[src/hdl/rgb_to_hsl_converter_unit_defines.svh]
// ---------------------------------------------------------------------------
// RGB to HSL converter assertion macros
// Shared concurrent assertion helpers for the converter RTL.
// ---------------------------------------------------------------------------
`ifndef RGB_TO_HSL_CONVERTER_UNIT_DEFINES_SVH
`define RGB_TO_HSL_CONVERTER_UNIT_DEFINES_SVH

// Assertion on an explicit clock, disabled while reset is asserted.
`define RHSL_ASSERT_CLK(label, clk, rst_n, prop, msg) \
    label: assert property (@(posedge clk) disable iff (!rst_n) prop) else $error(msg);

// Assertion on the block's own clock and reset.
`define RHSL_ASSERT(label, prop, msg) \
    `RHSL_ASSERT_CLK(label, i_clk, i_rst_n, prop, msg)

`endif

[src/hdl/rhsl_pkg.sv]
// ---------------------------------------------------------------------------
// RGB to HSL converter package
// Types shared by the converter RTL.
// ---------------------------------------------------------------------------
package rhsl_pkg;

    // Which channel holds the maximum, and so which third of the hue circle.
    typedef enum logic [1:0] {
        BR_RED   = 2'd0,
        BR_GREEN = 2'd1,
        BR_BLUE  = 2'd2
    } t_hue_branch;

endpackage

[src/hdl/rhsl_div.sv]
// ---------------------------------------------------------------------------
// RGB to HSL pipelined divider
// Restoring unsigned division, one quotient bit per register stage. The
// caller guarantees that the quotient fits in QUO_W bits, which means the
// numerator is DEN_W + QUO_W bits wide and its upper DEN_W bits are below
// the divisor.
// ---------------------------------------------------------------------------
module rhsl_div #(
    parameter int DEN_W = 8,
    parameter int QUO_W = 16
) (
    input  logic                     i_clk,
    input  logic                     i_en,
    input  logic [DEN_W+QUO_W-1:0]   i_num,
    input  logic [DEN_W-1:0]         i_den,
    output logic [QUO_W-1:0]         o_quo
);

    // Stage 0 holds the loaded operands, stage k holds k quotient bits.
    logic [DEN_W-1:0] r_rem [0:QUO_W];
    logic [QUO_W-1:0] r_low [0:QUO_W];
    logic [QUO_W-1:0] r_quo [0:QUO_W];
    logic [DEN_W-1:0] r_den [0:QUO_W];

    // Load the partial remainder with the upper numerator bits.
    always_ff @(posedge i_clk) begin
        if (i_en) begin
            r_rem[0] <= i_num[DEN_W+QUO_W-1:QUO_W];
            r_low[0] <= i_num[QUO_W-1:0];
            r_quo[0] <= '0;
            r_den[0] <= i_den;
        end
    end

    // One trial subtraction per stage.
    for (genvar k = 1; k <= QUO_W; k++) begin : g_step
        logic [DEN_W:0] w_trial;
        logic [DEN_W:0] w_diff;
        logic           w_fit;

        assign w_trial = {r_rem[k-1], r_low[k-1][QUO_W-1]};
        assign w_diff  = w_trial - {1'b0, r_den[k-1]};
        assign w_fit   = (w_trial >= {1'b0, r_den[k-1]});

        always_ff @(posedge i_clk) begin
            if (i_en) begin
                r_rem[k] <= w_fit ? w_diff[DEN_W-1:0] : w_trial[DEN_W-1:0];
                r_low[k] <= {r_low[k-1][QUO_W-2:0], 1'b0};
                r_quo[k] <= {r_quo[k-1][QUO_W-2:0], w_fit};
                r_den[k] <= r_den[k-1];
            end
        end
    end

    assign o_quo = r_quo[QUO_W];

endmodule

[src/hdl/rgb_to_hsl_converter_unit.sv]
// Pipeline: stage 1, stage 2, the stages of the two dividers, the output register.
// Throughput: one pixel per cycle unless stalled; one quotient bit per divider stage.
// A stall at the output holds the whole pipeline in place, nothing is dropped.
// Reset (synchronous, active low) clears only the stage valid bits.
// ---------------------------------------------------------------------------
// RGB to HSL converter top level
// Finds max/min of the channels, forms the hue and saturation numerators and
// divisors and divides them in two pipelined dividers. Lightness divides by
// a constant and uses a reciprocal multiplication at the output stage.
// ---------------------------------------------------------------------------
`include "rgb_to_hsl_converter_unit_defines.svh"

module rgb_to_hsl_converter_unit #(
    parameter int CHANNEL_BITS  = 8,
    parameter int FRACTION_BITS = 16
) (
    input  logic                     i_clk,
    input  logic                     i_rst_n,
    input  logic                     i_valid,
    output logic                     o_ready,
    input  logic [CHANNEL_BITS-1:0]  i_red,
    input  logic [CHANNEL_BITS-1:0]  i_green,
    input  logic [CHANNEL_BITS-1:0]  i_blue,
    output logic                     o_valid,
    input  logic                     i_ready,
    output logic [FRACTION_BITS-1:0] o_hue,
    output logic [FRACTION_BITS-1:0] o_saturation,
    output logic [FRACTION_BITS-1:0] o_lightness
);

    localparam int C   = CHANNEL_BITS;
    localparam int F   = FRACTION_BITS;
    localparam int LAT = F + 4;
    // Twice the largest channel code, the lightness divisor.
    localparam logic [C:0] LIG_DEN = {{C{1'b1}}, 1'b0};

    // Lightness is sum * (2^F - 1) / LIG_DEN. A rounded-up reciprocal scaled
    // by 2^LIG_SHIFT gives the exact floor for every sum of two codes, since
    // the sum times the divisor stays below 2^LIG_SHIFT.
    localparam int LIG_SHIFT = 2 * C + 2;
    localparam int LIG_MW    = F + C + 2;
    localparam int LIG_PW    = C + 1 + LIG_MW;
    localparam longint unsigned LIG_DIV   = (64'd1 << (C + 1)) - 64'd2;
    localparam longint unsigned LIG_RECIP =
        ((((64'd1 << F) - 64'd1) << LIG_SHIFT) + LIG_DIV - 64'd1) / LIG_DIV;
    localparam logic [LIG_MW-1:0] LIG_MUL = LIG_MW'(LIG_RECIP);

    logic w_adv;
    logic [LAT-1:0] r_vld;

    // The pipeline moves whenever the output register is free or drained.
    assign w_adv   = !r_vld[LAT-1] || i_ready;
    assign o_ready = w_adv;
    assign o_valid = r_vld[LAT-1];

    always_ff @(posedge i_clk) begin
        if (!i_rst_n) begin
            r_vld <= '0;
        end else if (w_adv) begin
            r_vld <= {r_vld[LAT-2:0], i_valid};
        end
    end

    // Stage 1: maximum, minimum and the winning channel.
    logic [C-1:0] r_red, r_grn, r_blu, r_mx, r_mn;
    rhsl_pkg::t_hue_branch r_br;
    logic [C-1:0] n_mx, n_mn;
    rhsl_pkg::t_hue_branch n_br;

    always_comb begin
        if (i_red >= i_green && i_red >= i_blue) begin
            n_br = rhsl_pkg::BR_RED;
            n_mx = i_red;
        end else if (i_green >= i_blue) begin
            n_br = rhsl_pkg::BR_GREEN;
            n_mx = i_green;
        end else begin
            n_br = rhsl_pkg::BR_BLUE;
            n_mx = i_blue;
        end
        n_mn = i_red;
        if (i_green < n_mn) begin
            n_mn = i_green;
        end
        if (i_blue < n_mn) begin
            n_mn = i_blue;
        end
    end

    always_ff @(posedge i_clk) begin
        if (w_adv) begin
            r_red <= i_red;
            r_grn <= i_green;
            r_blu <= i_blue;
            r_mx  <= n_mx;
            r_mn  <= n_mn;
            r_br  <= n_br;
        end
    end

    // Stage 2: sum, spread, saturation and hue divisors, hue numerator and grey flag.
    logic [C:0]   r_sum, n_sum;
    logic [C-1:0] r_d, n_d;
    logic [C-1:0] r_den, n_den;
    logic [C+2:0] r_d6, n_d6;
    logic [C+2:0] r_num, n_num;
    logic         r_grey;
    logic [C+2:0] w_r, w_g, w_b, w_d;

    assign w_r = (C+3)'(r_red);
    assign w_g = (C+3)'(r_grn);
    assign w_b = (C+3)'(r_blu);
    assign w_d = (C+3)'(n_d);

    always_comb begin
        n_sum = (C+1)'(r_mx) + (C+1)'(r_mn);
        n_d   = r_mx - r_mn;
        // Above one half the divisor mirrors around the full scale.
        if (n_sum[C]) begin
            n_den = C'(LIG_DEN - n_sum);
        end else begin
            n_den = n_sum[C-1:0];
        end
        n_d6 = {w_d[C:0], 2'b00} + {w_d[C+1:0], 1'b0};
        case (r_br)
            rhsl_pkg::BR_RED: begin
                if (r_grn >= r_blu) begin
                    n_num = w_g - w_b;
                end else begin
                    n_num = n_d6 - (w_b - w_g);
                end
            end
            rhsl_pkg::BR_GREEN: n_num = {w_d[C+1:0], 1'b0} + w_b - w_r;
            rhsl_pkg::BR_BLUE:  n_num = {w_d[C:0], 2'b00} + w_r - w_g;
            default:            n_num = '0;
        endcase
    end

    always_ff @(posedge i_clk) begin
        if (w_adv) begin
            r_sum  <= n_sum;
            r_d    <= n_d;
            r_den  <= n_den;
            r_d6   <= n_d6;
            r_num  <= n_num;
            r_grey <= (r_mx == r_mn);
        end
    end

    // Numerators: spread times (2^F - 1) by shift and subtract, hue numerator times 2^F.
    logic [C+F-1:0] w_sat_num;
    logic [C+F+2:0] w_hue_num;

    assign w_sat_num = {r_d, {F{1'b0}}} - (C+F)'(r_d);
    assign w_hue_num = {r_num, {F{1'b0}}};

    // Dividers: load stage plus one stage per quotient bit.
    logic [F-1:0] w_sat_quo, w_hue_quo;

    rhsl_div #(.DEN_W(C), .QUO_W(F)) u_sat_div (
        .i_clk (i_clk),
        .i_en  (w_adv),
        .i_num (w_sat_num),
        .i_den (r_den),
        .o_quo (w_sat_quo)
    );

    rhsl_div #(.DEN_W(C + 3), .QUO_W(F)) u_hue_div (
        .i_clk (i_clk),
        .i_en  (w_adv),
        .i_num (w_hue_num),
        .i_den (r_d6),
        .o_quo (w_hue_quo)
    );

    // The grey flag rides alongside the divider stages.
    logic [F:0] r_gry_d;

    always_ff @(posedge i_clk) begin
        if (w_adv) begin
            r_gry_d <= {r_gry_d[F-1:0], r_grey};
        end
    end

    // The channel sum rides alongside the divider stages as well.
    logic [C:0] r_sum_d [0:F];

    always_ff @(posedge i_clk) begin
        if (w_adv) begin
            r_sum_d[0] <= r_sum;
            for (int k = 1; k <= F; k++) begin
                r_sum_d[k] <= r_sum_d[k-1];
            end
        end
    end

    // Lightness by reciprocal multiplication, taken just before the output.
    logic [LIG_PW-1:0] w_lig_prod;
    logic [F-1:0]      w_lig_quo;

    assign w_lig_prod = LIG_PW'(r_sum_d[F]) * LIG_PW'(LIG_MUL);
    assign w_lig_quo  = w_lig_prod[LIG_SHIFT +: F];

    // Output register: grey pixels force hue and saturation to zero.
    logic [F-1:0] r_hue, r_sat, r_lig;
    logic         r_out_grey;

    always_ff @(posedge i_clk) begin
        if (w_adv) begin
            r_hue      <= r_gry_d[F] ? '0 : w_hue_quo;
            r_sat      <= r_gry_d[F] ? '0 : w_sat_quo;
            r_lig      <= w_lig_quo;
            r_out_grey <= r_gry_d[F];
        end
    end

    assign o_hue        = r_hue;
    assign o_saturation = r_sat;
    assign o_lightness  = r_lig;

    // A held pipeline keeps every stage's valid bit.
    `RHSL_ASSERT(a_stall_holds_valids, !w_adv |=> $stable(r_vld), "valid bits moved during a stall")
    // An input transfer always lands in the first stage.
    `RHSL_ASSERT(a_accept_fills_stage1, i_valid && o_ready |=> r_vld[0], "transfer lost at entry")
    // A colored pixel always has a nonzero saturation.
    `RHSL_ASSERT(a_color_has_saturation, o_valid && !r_out_grey |-> o_saturation != '0,
        "colored pixel with zero saturation")

endmodule
[config.mk]
export PLATFORM = sky130hd
export DESIGN_NAME = rgb_to_hsl_converter_unit
export DESIGN_NICKNAME = d
export VERILOG_FILES = /design/src/hdl/rhsl_pkg.sv /design/src/hdl/rhsl_div.sv /design/src/hdl/rgb_to_hsl_converter_unit.sv
export VERILOG_INCLUDE_DIRS = /design/src /design/src/hdl
export SDC_FILE = /design/constraint.sdc
export NUM_CORES = 2
export LEC_CHECK = 0
export ABC_AREA = 0
export BUFFER_PORTS_ARGS = -buffer_cell sky130_fd_sc_hd__buf_2
export CAP_MARGIN = 25
export CORE_MARGIN = 2
export CORE_UTILIZATION = 40
export DETAILED_ROUTE_END_ITERATION = 16
export GPL_TIMING_DRIVEN = 0
export RECOVER_POWER = 50
export SLEW_MARGIN = 15
export SYNTH_ARGS = -nofsm -noshare
export SYNTH_HDL_FRONTEND = slang
export SYNTH_SLANG_ARGS = --single-unit
[constraint.sdc]
create_clock -name i_clk -period 91.8 [get_ports i_clk]
set_input_delay 27.54 -clock i_clk [delete_from_list [all_inputs] [get_ports i_clk]]
set_output_delay 27.54 -clock i_clk [all_outputs]
set_load 0.03 [all_outputs]
## Word level (Yosys, flattened, before mapping)

Memories as Yosys holds them, arrays and structs flattened. A register that Yosys moved wholly into a read port is not among the register bits.
Cells that the tools add are included.

- Memories: 9
- Register bits after elaboration: 143
- Bits in read-only memories: 0
- Bits in latches: 0
- Input port bits: 28
- Output and inout bits: 50
- Memory bits (writable): 1870

Memory list:

| name | words | bits a word | read ports | clocked after Yosys merged registers in | wr ports | line | text |
|---|---|---|---|---|---|---|---|
| u_hue_div.r_quo | 17 | 16 | 17 | 1 | 17 | rhsl_div.sv:22 | `logic [QUO_W-1:0] r_quo [0:QUO_W];` |
| u_sat_div.r_low | 17 | 16 | 16 | 0 | 17 | rhsl_div.sv:21 | `logic [QUO_W-1:0] r_low [0:QUO_W];` |
| u_sat_div.r_quo | 17 | 16 | 17 | 1 | 17 | rhsl_div.sv:22 |  |
| u_hue_div.r_low | 17 | 15 | 16 | 0 | 17 | rhsl_div.sv:21 |  |
| u_hue_div.r_den | 17 | 11 | 16 | 0 | 17 | rhsl_div.sv:23 | `logic [DEN_W-1:0] r_den [0:QUO_W];` |
| u_hue_div.r_rem | 17 | 11 | 16 | 0 | 17 | rhsl_div.sv:20 | `logic [DEN_W-1:0] r_rem [0:QUO_W];` |
| +3 memories | n/a | n/a | n/a | n/a | n/a | n/a |  |

- Div/mod/pow operators: 0
- Shift operators: 0
- Equality and inequality tests: 3
- Add/subtract/negate cells: 44
- Reduce and logical (&&, ||, !) cells: 4
- Multiplexer cells: 42
- Magnitude comparators: 38
- Multipliers: 1
- Bitwise logic cells: 0

Operators with widths:

| cell | number |
|---|---|
| greater-or-equal comparator 12 x 11 -> 1 bit | 16 |
| two-way mux 11 bit | 17 |
| subtractor 11 bit | 17 |
| two-way mux 8 bit | 21 |
| greater-or-equal comparator 9 x 8 -> 1 bit | 16 |
| subtractor 8 bit | 17 |
| one-hot mux 11 bit (3 select lines) | 1 |
| greater-or-equal comparator 8 bit | 4 |
| subtractor 24 x 8 -> 24 bit | 1 |
| subtractor 8 x 8 -> 9 bit | 2 |
| multiplier 9 x 9 -> 17 bit (second input constant) | 1 |
| < comparator 8 bit | 2 |
| adder 10 x 8 -> 11 bit | 1 |
| adder 10 x 9 -> 11 bit | 1 |
| subtractor 10 x 8 -> 11 bit | 1 |
| subtractor 11 x 8 -> 11 bit | 1 |
| adder 9 x 8 -> 10 bit | 1 |
| adder 8 x 8 -> 9 bit | 1 |
| equality test 8 bit | 1 |
| subtractor 8 bit (first input constant) | 1 |
| equality test 2 x 1 -> 1 bit (second input constant) | 1 |
| equality test 2 bit (second input constant) | 1 |
| zero test 2 bit | 1 |
| two-way mux 1 bit | 2 |
| 4 further kinds | 4 |

## Depth between registers and ports, before layout

- Depth in word-level cells: 5
- Depth in mapped cells: 21

## Hierarchy

A second synthesis with hierarchy kept.

- Cell total of the unflattened synthesis: 4658
- Area, all modules: 67882.6 um^2

By module, submodules not included:

| module | instances | cells each | seq. area each (um^2) | area each (um^2) |
|---|---|---|---|---|
| rhsl_div at u_hue_div | 1 | 2047 | 18738.0 | 29351.9 |
| rhsl_div at u_sat_div | 1 | 1539 | 15855.2 | 23397.4 |
| rgb_to_hsl_converter_unit | 1 | 1072 | 9529.1 | 15133.3 |

## Least setup slack after synthesis

No wires, ideal clock.

- Path type: input port to output port
- Start point: input port i_ready
- End point: output port o_ready
- Slack: 2807 ps
- Stages on the path: 3
- Arrival: 61453 ps
- Required time: 64260 ps
- Buffers on the path: 1
- Path through: nor2b_1 inv_1 clkbuf_1

- Word-level cells in the longest chain between the ends: 1

RTL lines:

| item | line | text |
|---|---|---|
| start: declaration | rgb_to_hsl_converter_unit.sv:25 | `input logic i_ready,` |
| logical OR 1 bit | rgb_to_hsl_converter_unit.sv:52 | `assign w_adv = !r_vld[LAT-1] \|\| i_ready;` |
| end: declaration | rgb_to_hsl_converter_unit.sv:20 | `output logic o_ready,` |

Every way passes these cells.

## Worst setup path in the final report

Same ends and word-level chain as after synthesis.

==> impl_metrics.csv <==
group,metric,value,unit
status,status,"finished with violations",
timing,fmax,17.3,MHz
setup_path,crit_cells,5,
floorplan,die_y,383,um
routing,wirelength,96.3,mm
setup_path,cpPeakStageDelay,2.00,ns
setup_path,crit_path_max_fanout,47,
global_route,antenna_found_initial,1,
routing,firstDrtPassIters,7,
clock_network,cts_tree,"yes",
routing,viasPerCell,4.81,
synthesis,seq_area_frac_synth,65.3,%
global_route,track_usage,13.4,%
layout,fin_nets,4915,
synthesis,synth-edff-count,1237,
global_route,grt_pass1_vias,31931,
layout,final_design_area_no_fill,0.0653,sq mm
placed_design,place_hpwl,68.8,mm
clock_network,insertion_delay,0.75,ns
global_route,grt_pass1_wl,158,mm
clock_network,postCtsSetupRepairBufs,0,
synthesis,synth_area_leaders,"edfxtp_1, ha_1, inv_1",
timing,final.setup_skew,0.0255,ns
timing,rsz0062_at_grt,"false",
synthesis,synth.distinct_cells,69,
setup_path,critPathCaptureType,"output port",
clock_network,cts.sinks,1257,
floorplan,die_w,383,um
timing,hold_viol,0,
synthesis,synth_area,0.0575,sq mm
floorplan,die_area,0.147,sq mm
floorplan,start_util,40.2,%
routing,drt_iter0_markers,1647,
setup_path,required,64.26,ns
worst_hold_path,min_path_cells,0,
layout,synthToLayoutAreaGrowth,13.6,%
setup_path,crit_type,"in -> out",
routing,vias,31036,
job,cap_viol_max_count,1,
clock_network,cts_resized,0,
setup_path,worstSetupStartpointType,"input port",
synthesis,syn_nets,4673,
clock_network,cts-buffers-inserted,140,
layout,drive_gt1_share,8.15,%
global_route,grt_overflow_total,0,
clock_network,clockBufferDepth,3,
synthesis,syn_avg_cell_area,13.7,sq um
floorplan,core_area,0.143,sq mm
setup_path,reg2regPathDepth,20,
layout,n_antenna_cell,0,
worst_hold_path,hp-class,"reg -> reg",
timing,finalSetupTns,0,ns
timing,finalCritPeriodShare,63.0,%
setup_path,slowest_stage,"clkbuf_1",
floorplan,rows,139,
timing,maxSlewViolCount,45,
clock_network,htreeDepth,4,
clock_network,holdBufCountCts,0,
floorplan,io_pins,78,
clock_network,cts.reportedPaths.clkPinSlew,0.06,ns
synthesis,netlist_instances,4200,
placed_design,post_dp_cell_area,0.0609,sq mm
timing,max_slew.worst_pin.slew,2.86,ns
synthesis,yosysWarnings,0,
setup_path,worstPathArrival,30.25,ns
placed_design,io_buffers,76,
synthesis,synth-async-reset-ratio,0,%
synthesis,synth_top_area_cell,"edfxtp_1",
setup_path,crit_path_cell_trace,"buf_2, nor2b_1, inv_1, clkbuf_1, buf_2",
timing,maxSlewHeadroom,-90.6,%
setup_path,path_delay_family,"buffers and inverters",
setup_path,crit_buf_inv,4,
clock_network,clock-root-buffer,"clkbuf_16",
routing,drc_errors,0,
synthesis,ys_seq_elements,1257,
timing,setup_viol,0,
placed_design,gp_congestion,0.843,
timing,post-route-min-period,57.79,ns
synthesis,ys.flop_type,"edfxtp_1",
status,violations,"capacitance limit, slew limit",
routing,wl_per_cell,14.9,um
layout,fillCellCount,12680,
synthesis,synth.top_cell.area_share,64.6,%
routing,drt.antenna.violating_nets,0,
setup_path,crit_top_cell,"buf_2",
global_route,grt_max_degree,64,
flip-flops by register name (all words and copies together), names as in the netlist, 16 cells and up:
signal / count
u_sat_div.r_quo: 136
o_lightness: 16
u_hue_div.r_rem: 161
r_sum_d: 148
u_hue_div.r_den: 145
u_sat_div.r_rem: 128
u_sat_div.r_den: 112
r_gry_d: 17
u_sat_div.r_low: 120
u_hue_div.r_quo: 136
o_hue: 16
o_saturation: 16
r_vld: 20
routing by layer:
metal / GRT usage (%) / up-vias / wire (um)
met2: 24.1 / 381 / 49600
met4: 5.83 / 2 / 3730
met5: 0 / - / 13
li1: - / 15609 / -
met1: 15.3 / 14831 / 39900
met3: 2.60 / 213 / 3060
synth_stat cells (all sizes together) (39+ instances only):
cell       n
o21ai    255
nor2     191
nand4     63
o31ai     47
ha       394
mux2i     49
mux2     102
a21o      53
xor2      83
a21boi    67
nor2b    107
and3      39
nand2    253
a21oi    179
fa        51
inv      611
edfxtp  1237
xnor2    104
per-stage QoR:
step                setup WS [ns]  hold slack, ns  instances  util, %
floorplan                    2.81           0.400       4200        -
global placement           -14.31           0.400       6179     42.1
detailed placement          35.51           0.405       6202     42.5
CTS                         35.51           0.394       6452     45.7
global route                33.63           0.396       6453     45.6
finish                      34.01           0.395       6453     45.6
final cells by class:
type                            instances  area [sq um]  area share, %
Inverter                              611          2300           3.52
Buffer                                 48           193          0.295
Sequential cell                      1257         37500           57.5
Timing Repair Buffer                  100           976           1.49
Clock buffer                          173          3690           5.65
Multi-Input combinational cell       2284         17400           26.6
Clock inverter                         77           861           1.32
Tap cell                             1903          2380           3.64
cells in the final DEF, fill, tap and decap left out, drive strengths merged, types with 23 or more instances in the layout:
cell type	synthesis	final
edfxtp	1237	1237
inv	611	617
ha	394	394
o21ai	255	255
nand2	253	253
clkbuf	33	239
nor2	191	191
a21oi	179	179
nor2b	107	107
xnor2	104	104
mux2	102	102
xor2	83	83
buf	15	82
a21boi	67	67
nand4	63	63
clkinv	0	54
a21o	53	53
fa	51	51
mux2i	49	49
o31ai	47	47
and3	39	39
nand2b	37	37
o21bai	29	29
nor3	23	23
path summary, 6_finish.rpt:
| kind | start | end | slack, ns |
|---|---|---|---|
| max | i_ready | o_ready | 34.01 |
| min | u_sat_div.r_quo[9][0]$_DFFE_PP_ | u_sat_div.r_quo[10][1]$_DFFE_PP_ | 0.40 |
| max reg2reg | r_mx[0]$_DFFE_PP_ | r_num[10]$_DFFE_PP_ | 85.69 |
| min reg2reg | u_sat_div.r_quo[9][0]$_DFFE_PP_ | u_sat_div.r_quo[10][1]$_DFFE_PP_ | 0.40 |
cells by family (layout without fill, tap and decap cells):
group | Yosys count | count (layout) | synth area share (%)
xor+xnor | 187 | 187 | 2.86
fa+ha+maj | 447 | 447 | 10.4
compound gates | 724 | 724 | 7.75
flops | 1257 | 1257 | 65.3
simple gates | 775 | 775 | 6.47
buf+inv | 659 | 1009 | 4.36
mux | 151 | 151 | 2.86
Power is left out: the tool's default activity adds up to more than one toggle a clock period on the data nets, which glitch-free logic cannot reach.
